File: config.mk
export PLATFORM = sky130hd
export DESIGN_NAME = pgn3d_ram
export DESIGN_NICKNAME = d
export VERILOG_FILES = /design/src/hdl/pgn3d_ram.sv
export SDC_FILE = /design/constraint.sdc
export NUM_CORES = 2
export LEC_CHECK = 0
export ABC_AREA = 0
export BUFFER_PORTS_ARGS = -buffer_cell sky130_fd_sc_hd__buf_2
export CORE_UTILIZATION = 28
export CTS_BUF_LIST = sky130_fd_sc_hd__clkbuf_8 sky130_fd_sc_hd__clkbuf_16
export CTS_CLUSTER_DIAMETER = 50
export CTS_CLUSTER_SIZE = 30
export DETAILED_ROUTE_END_ITERATION = 12
export GPL_TIMING_DRIVEN = 0
export PLACE_DENSITY_LB_ADDON = 0.08
export RECOVER_POWER = 100
export SLEW_MARGIN = 15
export SYNTH_ARGS = -nofsm -noshare
export SYNTH_HDL_FRONTEND = slang
export SYNTH_SLANG_ARGS = --single-unit
File: constraint.sdc
create_clock -name clk_i -period 2.1 [get_ports clk_i]
set_input_delay 0 -clock clk_i [delete_from_list [all_inputs] [get_ports clk_i]]
set_output_delay 0 -clock clk_i [all_outputs]
set_load 0.02 [all_outputs]
File: src/hdl/pgn3d_ram.sv
`timescale 1ns / 1ps
// ----------------------------------------------------------------------------
// Generic table RAM
// One write port and one read port; the read data is registered.
// ----------------------------------------------------------------------------
module pgn3d_ram #(
  parameter int WIDTH = 8,
  parameter int DEPTH = 256
) (
  input  logic                     clk_i,
  input  logic                     we_i,
  input  logic [$clog2(DEPTH)-1:0] waddr_i,
  input  logic [WIDTH-1:0]         wdata_i,
  input  logic                     re_i,
  input  logic [$clog2(DEPTH)-1:0] raddr_i,
  output logic [WIDTH-1:0]         rdata_o
);

  logic [WIDTH-1:0] mem [DEPTH];
  logic [WIDTH-1:0] rdata_q;

  always_ff @(posedge clk_i) begin
    if (we_i) begin
      mem[waddr_i] <= wdata_i;
    end
  end

  always_ff @(posedge clk_i) begin
    if (re_i) begin
      rdata_q <= mem[raddr_i];
    end
  end

  assign rdata_o = rdata_q;

endmodule

== Yosys cells after proc, flatten, opt, wreduce, memory -nomap -nowiden ==
Memories as Yosys holds them, arrays and structs flattened. A register that Yosys moved wholly into a read port is not among the register bits.
Cells that the tools add are included.

* Register bits after elaboration: 0
* Bits in writable memories: 2048
* Input port bits: 27
* Output and inout port bits: 8
* Logic and storage cells: 3
* Memories kept: 1

{| class="wikitable"
|+ Memory list
! memory !! depth !! bits a word !! read ports !! clocked after Yosys merged registers in !! write ports !! line !! RTL
|-
| mem || 256 || 8 || 1 || 1 || 1 || 19 || <nowiki>logic [WIDTH-1:0] mem [DEPTH];</nowiki>
|}

* Mux-type cells: 2

{| class="wikitable"
|+ Operator list
! kind !! count
|-
| $mux 1 || 2
|}

== Logic depth before layout (Yosys ltp) ==
* Depth in word-level cells: 2
* Depth in mapped cells: 11

== Least setup slack after synthesis ==
Ideal clock, no wire load.

* Kind: input to register
* From: in raddr_i[0]
* To: reg rdata_q[2] (netlist: rdata_o[2]) (read register of mem) (data pin)
* Setup time: 269 ps
* Arrival: 1807 ps
* Required time: 1831 ps
* Path slack: 24 ps
* Cell stages on the path: 9
* Buffers on the path: 4
* Cells stage by stage: buf_6 -> buf_12 -> buf_8 -> buf_2 -> mux4_2 -> a22oi_1 -> a21oi_1 -> nor4_1 -> nor4_2

{| class="wikitable"
|+ RTL lines
! item !! line !! RTL
|-
| start, declared || 15 || <nowiki>input logic [$clog2(DEPTH)-1:0] raddr_i,</nowiki>
|-
| end, declared || 20 || <nowiki>logic [WIDTH-1:0] rdata_q;</nowiki>
|}

==> results.ini <==
[outcome]
status=finished with violations
violations=capacitance limit, slew limit, setup timing

[pwr]
clkPwrFrac_pct=48.1
p_leak_nw=29.5
irDropWorstVdd_uv=614
p_per_area_mw_per_mm2=1020
seqPwrFrac_pct=46.1
power_frac_comb_pct=5.9
totalPowerFinal_mw=98.4
p_switching_mw=23.4
p_int_mw=75.0
switching_share_pct=23.8

[clock_tree]
cts_sinks=2056
clk_pin_slew_ns=0.06
htreeDepth=5
clockRootBuffer=clkbuf_16
cts_buffer_depth=4
numCtsBuffers=273
cts_tree=built
clock_latency_ns=0.85

[floorplanning]
start_util_pct=28.2
core_area_sq_mm=0.283
dieHeight_microns=535
ios=35
dieArea_sq_mm=0.287
num_rows=195
die_width_microns=535

[sta]
min_period_ns=2.79
worst_pin_slew_ns=2.04
finalCritPeriodShare_pct=133
clock_skew_ns=0.0439
rsz0062_at_grt=yes
finalHoldViolCount=0
clock.fmax_ghz=0.359
finalMaxSlewViolations=225
relSlewSlack_pct=-36.1
final-setup-viol-count=2034
setup_slack_ns=-0.687

[synth]
async_reset_ff_share_pct=0
yosysWarnings=0
synth_fp_nets=3760
synth_ff_type=edfxtp_1
synth-edff-count=2056
ys_types=54
seq_area_frac_synth_pct=77.5
synth_cells=3733
avgSynthCellArea_sq_um=21.3
yosys_register_bits=2056
netlist_area_sq_mm=0.0796

[setup_path]
crit_top_cell=buf_2
critical-path-slowest-cell=nor4_4
path_cells=buf_2 > buf_2 > nor2b_1 > clkdlybuf4s15_2 > clkbuf_2 > buf_16 > a22oi_1 > a21oi_1 > nor4_2 > nor4_4
cp_top_family=buffers and inverters
critical_path_buf_inv_count=5
arrival_ns=3.37
startpoint_type=primary input
rr_worst_depth=7
max_stage_delay_ns=0.56
r2r-end=rdata_o[1]
crit_type=in2reg
path_max_fanout=10
cp-end-kind=flip-flop
r2r_slack_ns=-0.62
critPathRequiredTime_ns=2.68
reg2reg_from=mem[96][1]

[cells_and_area]
fin_area_sq_mm=0.0964
syn2layout_area_growth_pct=21.1
layout_commonest_cell=edfxtp_1
drive_gt1_share_pct=33.1
nets=4139
layout_common_cells=edfxtp_1, mux4_2, clkbuf_16

[routing]
drc=0
vias=41157
wirelength_mm=302
viasPerCell=5.09
antenna_left=0
drtIter0Drc=4303
drt-wirelength-per-cell_microns=37.4
first_pass_iters=5

[grt]
antenna_found_initial=25
grt_overflow_total=0
grt_max_degree=113
grt_usage_pct=20.9
grt_pass1_wl_mm=399
grt_pass1_vias=41797

[hold_path]
hold_path_depth=3
min_from=waddr_i[5]
hold-path-endpoint=mem[176][1]
min_path_type=in2reg

[placed_design]
place.gp.congestion=0.864
io_buffers=27
dp_hpwl_mm=206
place_area_sq_mm=0.0859

[job]
drv_cap=3

[cells by family (layout without fill, tap and decap cells)]
logic type,after synthesis,count (layout),synth area share (%)
flops,2056,2056,77.5
mux,591,591,14.6
simple gates,466,466,2.63
compound gates,385,385,3.42
buf+inv,235,826,1.83
other cells,0,12,0
[through the flow]
stage               TNS (ns)  hold slack (ns)  cells  utilization (%)  setup slack, ns
detailed placement  -2328.57            0.351   7557             30.4            -3.35
CTS                    -4.06          0.00841   8067             34.2           -0.577
global route         -330.88           0.0329   8074             34.1           -0.595
global placement    -8856.95            0.346   7503             29.9            -4.16
finish               -340.19           0.0442   8079             34.1           -0.687
floorplan                  0           0.0989   3733                -           0.0239
[per-layer routing]
layer  part of all wire, %  routed length [microns]  track usage [%]
met1                    44                   134000             29.1
met4                   3.1                     9410             6.04
met3                   5.3                    16100             3.39
met5                     0                        0                0
met2                    47                   143000             33.8
[cell type report]
| class | instances | area (sq um) |
|---|---|---|
| Antenna cell | 12 | 30.0 |
| Sequential cell | 2056 | 61700 |
| Timing Repair Buffer | 105 | 1110 |
| Fill cell | 26534 | 186000 |
| Clock buffer | 280 | 7010 |
| Inverter | 2 | 7.51 |
| Tap cell | 3743 | 4680 |
| Multi-Input combinational cell | 1442 | 17900 |
| Buffer | 232 | 1790 |
| Clock inverter | 207 | 2110 |
[synth_stat cells (all sizes together), types with 4 or more instances]
cell | n | area (sq um)
nor3 | 22 | 110
o32ai | 5 | 51.3
nor2 | 282 | 1060
nand2 | 33 | 124
a22o | 8 | 70.1
o211ai | 10 | 75.1
nand3 | 34 | 170
a221oi | 14 | 129
clkbuf | 111 | 417
and2 | 6 | 37.5
a211oi | 16 | 120
buf | 122 | 1030
nor2b | 31 | 194
o22ai | 28 | 175
o22a | 5 | 43.8
a21oi | 96 | 480
o221ai | 47 | 418
edfxtp | 2056 | 61700
a22oi | 133 | 998
nor4 | 27 | 188
mux4 | 456 | 10300
or2 | 4 | 25.0
mux2i | 134 | 1340
o21ai | 12 | 60.1
nand4 | 10 | 62.6
nand2b | 8 | 50.1
a2111oi | 5 | 52.6
[worst max path at each step]
stage | from | end | slack (ns) | depth (start not counted)
detailed placement | raddr_i[2] | rdata_o[1] | -3.35 | 9
CTS | mem[83][3] | rdata_o[3] | -0.58 | 6
finish | raddr_i[3] | rdata_o[6] | -0.69 | 10
global placement | raddr_i[1] | rdata_o[4] | -4.16 | 10
global route | mem[80][6] | rdata_o[6] | -0.60 | 6
floorplan | raddr_i[0] | rdata_o[2] | 0.02 | 9
[power by group through the flow]
| stage | Combinational, mW | Clock (mW) | Sequential [mW] |
|---|---|---|---|
| floorplan | 2.20 | 0 | 46.2 |
| global placement | 5.30 | 0 | 46.4 |
| detailed placement | 5.57 | 0 | 46.2 |
| CTS | 5.89 | 48.1 | 45.3 |
| global route | 5.93 | 49.6 | 45.3 |
| finish | 5.77 | 47.3 | 45.3 |
[sequential cells by signal, summed over array words and instances (netlist names)]
name and flops:
rdata_o 8, mem 2048
[timing repair]
item / CTS / global route
pin swaps: 16 / 16
hold buffers: 13 / 0
buffers inserted: 11 / 0
resized for setup: 378 / 78
gates cloned: 0 / 0
hold endpoints to repair: 1286 / 0
endpoints found under the setup margin: 1540 / 741
[tightest hold or removal path, stage by stage]
cell      delay [ns]
clkbuf_2        0.15
nand3_1         0.33
nor2_2          0.21
Note: power is estimated with default switching activity, not from simulation.
